==> src/sv/cpp_pkg.sv <==
// Shared types, widths and register codes for the cylinder point partition block.
package cpp_pkg;

	localparam int COORD_BITS = 32;
	localparam int DIR_BITS   = 18;
	localparam int FRAC       = 16;
	localparam int D_W        = COORD_BITS + 1;
	localparam int P1_W       = D_W + DIR_BITS;
	localparam int T1_W       = P1_W - FRAC;
	localparam int DP_W       = T1_W + 2;
	localparam int P2_W       = DP_W + DIR_BITS;
	localparam int T2_W       = P2_W - FRAC;
	localparam int E_W        = T2_W + 1;
	localparam int MAG_W      = 32;
	localparam int SQ_W       = 2 * MAG_W;
	localparam int RAD_W      = 64;
	localparam int APB_AW     = 6;
	localparam int APB_DW     = 64;
	localparam int IDX_W      = APB_AW - 3;

	typedef logic signed [COORD_BITS-1:0] coord_t;
	typedef logic signed [DIR_BITS-1:0]   dir_t;
	typedef logic signed [D_W-1:0]        d_t;
	typedef logic signed [P1_W-1:0]       p1_t;
	typedef logic signed [DP_W-1:0]       dp_t;
	typedef logic signed [P2_W-1:0]       p2_t;
	typedef logic [IDX_W-1:0]             reg_idx_t;

	localparam p1_t RND1 = p1_t'(1) <<< (FRAC - 1);
	localparam p2_t RND2 = p2_t'(1) <<< (FRAC - 1);

	localparam reg_idx_t REG_LINE_X    = 3'd0;
	localparam reg_idx_t REG_LINE_Y    = 3'd1;
	localparam reg_idx_t REG_LINE_Z    = 3'd2;
	localparam reg_idx_t REG_DIR_X     = 3'd3;
	localparam reg_idx_t REG_DIR_Y     = 3'd4;
	localparam reg_idx_t REG_DIR_Z     = 3'd5;
	localparam reg_idx_t REG_RADIUS_SQ = 3'd6;

	typedef struct packed {
		coord_t           line_x;
		coord_t           line_y;
		coord_t           line_z;
		dir_t             dir_x;
		dir_t             dir_y;
		dir_t             dir_z;
		logic [RAD_W-1:0] radius_sq;
	} cfg_t;

	// Item leaving the projection half: offset from the axis point and its projection.
	typedef struct packed {
		logic vld;
		logic ok;
		d_t   d0;
		d_t   d1;
		d_t   d2;
		p2_t  q0;
		p2_t  q1;
		p2_t  q2;
	} proj_t;

endpackage

==> src/sv/cpp_cfg.sv <==
// APB register file holding the cylinder axis, direction and squared radius.
module cpp_cfg import cpp_pkg::*; (
	input  logic              clk,
	input  logic              arst_n,
	input  logic              psel,
	input  logic              penable,
	input  logic              pwrite,
	input  logic [APB_AW-1:0] paddr,
	input  logic [APB_DW-1:0] pwdata,
	output logic [APB_DW-1:0] prdata,
	output logic              pready,
	output cfg_t              cfg
);

	cfg_t     cfg_q;
	reg_idx_t idx;
	logic     wr;

	assign idx    = paddr[APB_AW-1:3];
	assign wr     = psel && penable && pwrite;
	assign pready = 1'b1;
	assign cfg    = cfg_q;

	always_ff @(posedge clk or negedge arst_n) begin
		if (!arst_n) begin
			cfg_q <= '0;
		end else if (wr) begin
			unique case (idx)
				REG_LINE_X:    cfg_q.line_x    <= pwdata[COORD_BITS-1:0];
				REG_LINE_Y:    cfg_q.line_y    <= pwdata[COORD_BITS-1:0];
				REG_LINE_Z:    cfg_q.line_z    <= pwdata[COORD_BITS-1:0];
				REG_DIR_X:     cfg_q.dir_x     <= pwdata[DIR_BITS-1:0];
				REG_DIR_Y:     cfg_q.dir_y     <= pwdata[DIR_BITS-1:0];
				REG_DIR_Z:     cfg_q.dir_z     <= pwdata[DIR_BITS-1:0];
				REG_RADIUS_SQ: cfg_q.radius_sq <= pwdata[RAD_W-1:0];
				default:       cfg_q           <= cfg_q;
			endcase
		end
	end

	always_comb begin
		unique case (idx)
			REG_LINE_X:    prdata = APB_DW'(unsigned'(cfg_q.line_x));
			REG_LINE_Y:    prdata = APB_DW'(unsigned'(cfg_q.line_y));
			REG_LINE_Z:    prdata = APB_DW'(unsigned'(cfg_q.line_z));
			REG_DIR_X:     prdata = APB_DW'(unsigned'(cfg_q.dir_x));
			REG_DIR_Y:     prdata = APB_DW'(unsigned'(cfg_q.dir_y));
			REG_DIR_Z:     prdata = APB_DW'(unsigned'(cfg_q.dir_z));
			REG_RADIUS_SQ: prdata = APB_DW'(cfg_q.radius_sq);
			default:       prdata = '0;
		endcase
	end

endmodule

==> config.mk <==
export PLATFORM = sky130hd
export DESIGN_NAME = cpp_cfg
export DESIGN_NICKNAME = d
export VERILOG_FILES = /design/src/sv/cpp_pkg.sv /design/src/sv/cpp_cfg.sv
export SDC_FILE = /design/constraint.sdc
export NUM_CORES = 1
export LEC_CHECK = 0
export ABC_AREA = 0
export BUFFER_PORTS_ARGS = -buffer_cell sky130_fd_sc_hd__buf_2
export CAP_MARGIN = 15
export CORE_MARGIN = 3
export CORE_UTILIZATION = 50
export DETAILED_ROUTE_END_ITERATION = 8
export MAX_ROUTING_LAYER = met4
export PLACE_DENSITY = 0.81
export RECOVER_POWER = 25
export SLEW_MARGIN = 15
export SYNTH_ARGS = -nofsm -noshare
export SYNTH_HDL_FRONTEND = slang
export SYNTH_SLANG_ARGS = --single-unit
==> constraint.sdc <==
create_clock -name clk -period 1.9 [get_ports clk]
set_input_delay 0.285 -clock clk [delete_from_list [all_inputs] [get_ports clk]]
set_output_delay 0.285 -clock clk [all_outputs]
set_load 0.03 [all_outputs]
==> results of run 1 <==
## critical path, cell delays in order, from the launching register on
cell,delay (ns)
dfrtp_1,0.39
mux2_4,0.28
a221oi_4,0.26
a221oi_2,0.06
buf_4,0.18
## layer usage
layer  up-vias  share of wire [%]
li1       3426                  -
met1      3971                 39
met2       354                 51
met3        80                6.2
met4         0                3.6
met5         -                  0
## worst paths after layout
kind | to | slack, ns | depth (start not counted)
setup / recovery | prdata[14] | -0.04 | 4
hold / removal | cfg[44] | 0.02 | 2
setup reg to reg | cfg[91] | 0.89 | 3
hold reg to reg | cfg[165] | 0.52 | 1
max in group asynchronous | cfg[79] | 0.22 | 3
min in group asynchronous | cfg[50] | 0.55 | 2
## final cells by class
type	instances	area (um^2)	area share, %
multi-input combinational	437	4330	31.7
timing repair buffer	451	2840	20.7
clock inverter	8	143	1.04
sequential	214	5360	39.2
tap	260	325	2.38
clock buffer	33	673	4.92
inverter	2	7.51	0.0549
antenna	3	7.51	0.0549
## repair_timing
item,in CTS,in global routing
gates cloned,0,0
gates resized for setup,50,18
hold buffers,1,0
hold endpoints to repair,38,0
setup endpoints to repair,23,19
pin swaps,7,7
setup buffers,38,9
## cells by family (layout without fill, tap and decap cells)
group	Yosys count	after routing	synth area share, %
compound gates	64	64	5.46
buf+inv	50	494	3.35
flops	214	214	54.3
mux	269	269	30.1
other cells	1	4	0.0381
simple gates	103	103	6.69
## power by group through the flow
stage / clock [mW] / combinational (mW) / sequential (mW)
2_1_floorplan: 0 / 1.51 / 7.89
3_3_place_gp: 0 / 4.89 / 6.22
3_5_place_dp: 0 / 4.98 / 6.26
4_1_cts: 4.86 / 5.38 / 6.14
5_1_grt: 5.04 / 5.72 / 6.28
6_report: 4.78 / 5.45 / 6.17
## layout by cell type, fill, tap and decap left out, drive strengths merged, types with 3 or more instances in the layout
cell      n
and3     13
mux2i    50
clkinv    4
diode     3
mux2    219
a221oi   10
a211oi   13
and2     33
nand3b   13
a2111o   13
bufinv    4
nor2     21
clkbuf   36
nand2    14
o211ai   13
a21boi   13
dfrtp   214
buf     447
## metrics by stage
step                instance area [um^2]  utilization, %  setup WS (ns)  instances
finish                             13700            71.9        -0.0440       1408
detailed placement                 12300            64.8        -0.0789       1317
floorplan                           9880               -         0.0686        701
global route                       13700            71.9         -0.117       1408
CTS                                13600            71.3        -0.0588       1396
global placement                   12300            64.8        -0.0484       1317
==> metrics.csv, run 1 <==
stage;metric;value;unit
critical_path;Critical R2R Launch;cfg[91];
finish;share of cells above drive strength 1;62.9;%
pwr;Flop pwr share;37.6;%
grt;GRT met3 Usage;4.66;%
floorplan;Chip Height;146;um
pwr;switching part of the total;36.1;%
grt;largest net degree at the start of global routing;52;
floorplan;die extent in x;146;um
synth;Synth top cells by count;214 x dfrtp_1, 209 x mux2_2, 50 x mux2i_1, 33 x and2_1, 17 x buf_4;
synth;Area contributors post-synth;dfrtp_1 54%, mux2_2 24%, mux2i_1 5.1%, and2_1 2.1%, a2111o_1 1.5%;
finish;Layout area overhead;38.8;%
floorplan;Rows;50;
synth;share of the synthesized area in the top cell type;54.3;%
flow_run;max cap viols;0;
detailed_routing;Vias;7831;
sta;min Tclk post-route;1.94;ns
sta;RSZ-0062 raised after global routing;true;
synth;Syn Nets;776;
clock_tree;Worst-path clk slew;0.06;ns
grt;gr ovfl total;0;
sta;relative slew slack;23.9;%
critical_path;CP Max Fanout;2;
detailed_routing;vias per std cell;5.56;
pwr;Psw;5.93;mW
sta;setup TNS;-0.246;ns
synth;Post-synth ARST share;100;%
synth;dominant cell type by area after synthesis;dfrtp_1;
clock_tree;clock latency on the worst-skew pair;0.49;ns
grt;first-pass GRT wire length;47400;um
finish;Fillers;1348;
pwr;power share of the combinational group;33.3;%
sta;Max Slew Vio Count;0;
placement;hpwl dp;21100;um
synth;most numerous cell in the Yosys netlist;dfrtp_1;
clock_tree;htree depth;1;
finish;max reg flops;214;
detailed_routing;drt first pass iters;5;
synth;Avg Inst Size Synth;14.1;um^2
sta;fmax;514;MHz
hold_path;Hold Crit Class;in -> reg;
grt;gr usage total;28.4;%
detailed_routing;initial DRC count;375;
critical_path;beginning of the critical path;cfg[78];
synth;Synth warnings;0;
synth;EDFF count, synth;0;
sta;final worst slack;-0.0440;ns
grt;GR peak layer;met2;
pwr;worst vdd ir;0.741;mV
sta;Layout Skew;0;ns
pwr;Power Dens Cells;1200;mW/mm^2
critical_path;critical path type;reg -> out;
sta;hold slack;0.0179;ns
detailed_routing;Routed WL;30400;um
detailed_routing;post-route DRC violation count;0;
floorplan;Die ar.;0.0214;mm^2
critical_path;Critical Path End Type;output port;
detailed_routing;final antenna-violating net count;0;
synth;Post-synth top flop;dfrtp_1;
grt;vias in the first global route;8336;
synth;distinct cell type count after synthesis;33;
placement;RePlAce Congestion;0.833;
critical_path;WP data arrival;1.66;ns
clock_tree;CTS sink count;214;
pwr;P_leak;7.15;nW
synth;sequential share of the synthesized area;54.3;%
pwr;total power;16.4;mW
pwr;internal power;10.5;mW
clock_tree;CTS Root Cell;clkbuf_16;
grt;met2 usage;47.6;%
grt;met1 global-route usage;34.9;%
sta;# setup viols final;13;
sta;Tightest Pin Transition;1.14;ns
floorplan;Starting Density;51.8;%
critical_path;critical path startpoint category;flop;
finish;fin nets;1204;
detailed_routing;WL/cell;21.6;um
pwr;Clock power frac;29.1;%
clock_tree;CTS Buf Count;23;
synth;synthesized area;0.00985;mm^2
grt;initial antenna violation count;3;
floorplan;io pins;354;
sta;Fin. Hold Viols;0;
floorplan;core area;0.0190;mm^2
clock_tree;Max clock buf depth;3;
critical_path;Crit path required time;1.62;ns
outcome;status;complete, but fails checks;
clock_tree;CTS tree;yes;
placement;number of port buffers;349;
synth;Synth Instances;701;
sta;crit share post-route;102;%
outcome;failing checks;negative setup slack;
hold_path;hold path start;pwdata[44];
synth;#FFs+latches synth;214;
Note: power is estimated with default switching activity, not from simulation.
==> run 2, diff against run 1 <==
--- a/config.mk
+++ b/config.mk
@@ -14,6 +14,7 @@
 export MAX_ROUTING_LAYER = met4
 export PLACE_DENSITY = 0.81
 export RECOVER_POWER = 25
+export REMOVE_ABC_BUFFERS = 1
 export SLEW_MARGIN = 15
 export SYNTH_ARGS = -nofsm -noshare
 export SYNTH_HDL_FRONTEND = slang
==> run 2 against run 1 <==
  * The flow still finishes with violations (negative setup slack)
  * Sequential share of layout area decreased by 0.25 points
  * Flip-flop and latch count unchanged
  * Clock skew unchanged
  * Critical path depth unchanged
  * Highest routed layer unchanged
==> metrics.csv, run 2 (synthesis gave the netlist of run 1 again) <==
stage;metric;value;unit
outcome;status;complete, but fails checks;
outcome;failing checks;negative setup slack;
pwr;P_leak;7.15;nW
finish;max reg flops;214;
pwr;Flop pwr share;38.0;%
finish;Fillers;1266;
finish;final cell count without fillers;1411;
detailed_routing;post-route DRC violation count;0;
clock_tree;htree depth;1;
finish;share of cells above drive strength 1;61.3;%
finish;fin nets;1210;
detailed_routing;initial DRC count;331;
pwr;switching part of the total;36.7;%
critical_path;Critical R2R Launch;cfg[119];
clock_tree;CTS tree;yes;
pwr;Power Dens Cells;1180;mW/mm^2
hold_path;hold path start;pwdata[41];
critical_path;WP data arrival;1.67;ns
grt;largest net degree at the start of global routing;60;
grt;gr usage total;27.9;%
grt;first-pass GRT wire length;46300;um
detailed_routing;vias per std cell;5.48;
clock_tree;Worst-path clk slew;0.06;ns
hold_path;Hold EP;cfg[41];
floorplan;Chip Height;146;um
critical_path;critical path startpoint category;flop;
placement;number of port buffers;349;
sta;# setup viols final;13;
detailed_routing;final antenna-violating net count;0;
critical_path;critical path type;reg -> out;
floorplan;io pins;354;
sta;fmax;510;MHz
finish;final core utilization;72.4;%
clock_tree;CTS Root Cell;clkbuf_16;
placement;hpwl dp;20300;um
detailed_routing;Vias;7731;
sta;Layout Skew;0;ns
flow_run;max cap viols;0;
sta;final worst slack;-0.0599;ns
critical_path;R2R Path End;cfg[119];
floorplan;Die ar.;0.0214;mm^2
placement;placed cell count;1312;
sta;relative slew slack;4.54;%
critical_path;Reg2Reg Setup Slack;0.88;ns
grt;vias in the first global route;8275;
sta;Max Slew Vio Count;0;
finish;Layout area overhead;39.7;%
clock_tree;clock latency on the worst-skew pair;0.51;ns
critical_path;Critical Path End Type;output port;
finish;Ant. Diodes;0;
pwr;internal power;10.2;mW
pwr;Clock power frac;28.5;%
placement;DP Area;0.0123;mm^2
detailed_routing;WL/cell;21.4;um
sta;min Tclk post-route;1.96;ns
finish;most common library cell in the layout ignoring fill and taps;buf_2;
sta;RSZ-0062 raised after global routing;true;
grt;gr ovfl total;0;
finish;most frequent cells in the layout;328 x buf_2, 214 x dfrtp_1, 204 x mux2_2;
floorplan;Starting Density;51.8;%
clock_tree;CTS Buf Count;24;
clock_tree;Max clock buf depth;3;
pwr;Psw;5.94;mW
floorplan;core area;0.0190;mm^2
placement;RePlAce Congestion;0.888;
floorplan;die extent in x;146;um
clock_tree;CTS sink count;214;
critical_path;FF-to-FF path depth;3;
critical_path;Crit path required time;1.62;ns
floorplan;Rows;50;
pwr;power share of the combinational group;33.5;%
hold_path;Hold Path Depth;2;
hold_path;Hold Crit Class;in -> reg;
pwr;worst vdd ir;1.08;mV
sta;Tightest Pin Transition;1.43;ns
sta;crit share post-route;103;%
sta;setup TNS;-0.410;ns
grt;initial antenna violation count;0;
detailed_routing;Routed WL;30200;um
detailed_routing;drt first pass iters;5;
critical_path;CP Max Fanout;2;
finish;Final Cell Area;0.0138;mm^2
sta;Fin. Hold Viols;0;
-- run 2: changes by cell type in the layout (fill, tap and decap cells not counted), sizes merged --
| cell | delta |
|---|---|
| buf | -15 |
| bufinv | -4 |
| clkbuf | +6 |
| clkinv | -3 |
| diode | -3 |
| dlygate4sd3 | +21 |
| inv | +1 |
-- run 2: area by class of cell --
| cell class | instances | area, um^2 | share of cell area [%] |
|---|---|---|---|
| well taps | 260 | 325 | 2.36 |
| multi-input cells | 437 | 4320 | 31.4 |
| clock inverters | 2 | 16.3 | 0.118 |
| flip-flops and latches | 214 | 5360 | 38.9 |
| clock buffers | 40 | 782 | 5.68 |
| inverters | 2 | 7.51 | 0.0545 |
| repair buffers | 456 | 2960 | 21.5 |
-- run 2: worst max-delay path by stage --
stage                   from    endpoint  slack [ns]  depth (start not counted)
floorplan           paddr[3]      cfg[0]       -0.13                          3
global placement    paddr[4]  prdata[15]       -0.02                          6
detailed placement  paddr[4]   prdata[6]       -0.02                          6
global route        cfg[120]   prdata[2]       -0.13                          4
CTS                  cfg[82]   prdata[0]       -0.08                          4
finish              cfg[120]   prdata[2]       -0.06                          4
-- run 2: critical path: stages, from the launching register on --
cell,delay (ns)
dfrtp_1,0.39
mux2i_1,0.20
a211oi_1,0.11
a2111o_1,0.30
buf_4,0.17
-- run 2: metrics by stage --
step,hold WS [ns],worst slack [ns],power [mW]
global route,0.0150,-0.133,16.8
finish,0.0195,-0.0599,16.2
floorplan,-0.0106,-0.134,9.31
detailed placement,0.318,-0.0249,11.2
CTS,0.000529,-0.0797,16.1
global placement,0.315,-0.0188,11.1
-- run 2: per-layer routing --
metal	global-route usage [%]	part of all wire [%]
met1	34.1	40
met2	46.8	51
met3	4.44	5.2
met4	10.6	3.7
met5	-	0
-- run 2: repair_timing --
item	in CTS	in global routing
endpoints found under the hold margin	72	0
gates cloned	0	0
resized for setup	49	19
hold buffers	22	0
endpoints found under the setup margin	18	23
pin swaps	5	6
buffers inserted	28	7
-- run 2: power by group through the flow --
stage / Clock, mW / Combinational, mW / Sequential (mW)
after floorplan: 0 / 1.43 / 7.89
after global placement: 0 / 4.89 / 6.17
after detailed placement: 0 / 4.98 / 6.21
after CTS: 4.67 / 5.35 / 6.12
after global routing: 4.85 / 5.68 / 6.26
final: 4.61 / 5.42 / 6.15
==> run 3, diff against run 2 <==
--- a/config.mk
+++ b/config.mk
@@ -11,6 +11,7 @@
 export CORE_MARGIN = 3
 export CORE_UTILIZATION = 50
 export DETAILED_ROUTE_END_ITERATION = 8
+export HOLD_SLACK_MARGIN = 0.12
 export MAX_ROUTING_LAYER = met4
 export PLACE_DENSITY = 0.81
 export RECOVER_POWER = 25
==> run 3 against run 2 <==
  * Non-clock buffer count rose by 46
  * Highest routed layer unchanged
  * The flow finishes with violations (max-capacitance violations, max-slew violations, negative setup slack)
  * Critical endpoint is now prdata[4]
  * Combinational power rose by 3%
  * Final area rose by 3.5%
  * Largest power group unchanged
  * Critical path type unchanged
  * Die area did not move
  * Fmax fell by 0.36%
  * Worst setup slack got worse by 0.0071 ns
  * Clock power barely moved
==> metrics.csv, run 3 (synthesis gave the netlist of run 1 again) <==
stage;metric;value;unit
critical_path;worst setup path endpoint;prdata[4];
sta;relative slew slack;-10.4;%
clock_tree;htree depth;1;
detailed_routing;Vias;8131;
critical_path;R2R Path End;cfg[91];
critical_path;Reg2Reg Setup Slack;0.90;ns
sta;fmax;508;MHz
sta;final worst slack;-0.0670;ns
detailed_routing;drt first pass iters;6;
sta;# setup viols final;15;
floorplan;Die ar.;0.0214;mm^2
detailed_routing;WL/cell;21.9;um
detailed_routing;final antenna-violating net count;0;
sta;Fin. Hold Viols;0;
critical_path;beginning of the critical path;cfg[68];
clock_tree;CTS Buf Count;24;
sta;hold slack;0.471;ns
pwr;P_leak;7.36;nW
critical_path;critical path type;reg -> out;
clock_tree;Worst-path clk slew;0.06;ns
finish;most frequent cells in the layout;327 x buf_2, 214 x dfrtp_1, 204 x mux2_2;
clock_tree;CTS Root Cell;clkbuf_16;
sta;Layout Skew;0;ns
clock_tree;CTS sink count;214;
floorplan;Starting Density;51.8;%
finish;most common library cell in the layout ignoring fill and taps;buf_2;
sta;Tightest Pin Transition;1.66;ns
finish;share of cells above drive strength 1;59.2;%
detailed_routing;Routed WL;32000;um
grt;gr ovfl total;0;
placement;number of port buffers;349;
outcome;status;complete, but fails checks;
critical_path;CP max-delay cell;dfrtp_1;
pwr;Power Dens Cells;1150;mW/mm^2
clock_tree;clock latency on the worst-skew pair;0.50;ns
finish;final core utilization;74.9;%
grt;vias in the first global route;8666;
detailed_routing;vias per std cell;5.58;
grt;gr usage total;29.3;%
critical_path;CP Max Fanout;3;
grt;initial antenna violation count;0;
hold_path;Hold Crit Class;in -> reg;
critical_path;Crit path required time;1.62;ns
detailed_routing;post-route DRC violation count;0;
grt;first-pass GRT wire length;48500;um
sta;RSZ-0062 raised after global routing;true;
critical_path;Critical Path End Type;output port;
critical_path;WP data arrival;1.68;ns
floorplan;die extent in x;146;um
critical_path;worst path cell trace;mux2i_1 > nor2_1 > a2111o_1 > buf_6;
floorplan;core area;0.0190;mm^2
sta;min Tclk post-route;1.97;ns
critical_path;CP peak stage delay;0.40;ns
outcome;failing checks;max-capacitance violations, max-slew violations, negative setup slack;
floorplan;Chip Height;146;um
critical_path;FF-to-FF path depth;3;
floorplan;Rows;50;
sta;Max Slew Vio Count;56;
flow_run;max cap viols;1;
placement;RePlAce Congestion;0.888;
finish;max reg flops;214;
floorplan;io pins;354;
finish;Layout area overhead;44.6;%
placement;hpwl dp;20300;um
clock_tree;CTS tree;yes;
sta;crit share post-route;104;%
detailed_routing;initial DRC count;336;
grt;largest net degree at the start of global routing;60;
clock_tree;Max clock buf depth;3;
critical_path;critical path startpoint category;flop;
finish;fin nets;1256;
critical_path;Critical R2R Launch;cfg[91];
finish;Fillers;1173;
pwr;worst vdd ir;1.09;mV
[run 3: cell type report]
cell class | instances | area [um^2] | area share (%)
multi-input cells | 437 | 4320 | 30.3
clock buffers | 40 | 782 | 5.49
well taps | 260 | 325 | 2.28
clock inverters | 2 | 16.3 | 0.114
repair buffers | 502 | 3440 | 24.1
flip-flops and latches | 214 | 5360 | 37.6
inverters | 2 | 7.51 | 0.0527
diodes | 1 | 2.50 | 0.0176
[run 3: timing repair]
action | CTS | global route
setup buffers | 28 | 10
gates resized for setup | 49 | 19
hold endpoints to repair | 264 | 0
endpoints found under the setup margin | 18 | 21
hold buffers | 65 | 0
pin swaps | 5 | 6
[run 3: layer usage]
| metal | wire length, um | vias up | global-route usage (%) |
|---|---|---|---|
| met5 | 0 | - | - |
| met1 | 12300 | 4142 | 34.6 |
| met3 | 1720 | 105 | 5.00 |
| met2 | 16700 | 356 | 50.4 |
| met4 | 1230 | 0 | 11.2 |
| li1 | - | 3528 | - |
[run 3: how the worst min path moves through the flow]
stage | depth (start not counted) | startpoint | slack [ns] | endpoint
after detailed placement | 1 | arst_n | 0.32 | cfg[56]
after CTS | 2 | arst_n | 0.36 | cfg[42]
after global routing | 5 | pwrite | 0.48 | cfg[165]
after global placement | 1 | arst_n | 0.32 | cfg[56]
final | 5 | penable | 0.47 | cfg[165]
after floorplan | 0 | arst_n | -0.01 | cfg[0]
[run 3: report_power, final]
part	leakage, nW	total (mW)	internal, mW	switching [mW]
combinational	4.23	5.56	2.07	3.49
clock	0.391	4.61	2.79	1.82
sequential	2.74	6.17	5.46	0.711
[run 3: worst max-delay path: cells and delay by family, from the launching register on]
kind,cells,cell delay [ns]
flip-flops,1,0.40
AO/OA/AOI/OAI,1,0.36
multiplexers,1,0.20
buffers and inverters,1,0.15
AND/OR/NAND/NOR,1,0.07
[run 3: metrics by stage]
stage	setup slack (ns)	instances	total power, mW	area, um^2	TNS (ns)
detailed placement	-0.0249	1312	11.2	12300	-0.0449
global route	-0.133	1457	16.9	14200	-8.75
finish	-0.0670	1458	16.3	14200	-0.514
floorplan	-0.134	653	9.31	9530	-11.50
CTS	-0.0797	1447	16.2	14100	-0.489
global placement	-0.0188	1312	11.1	12300	-0.0188
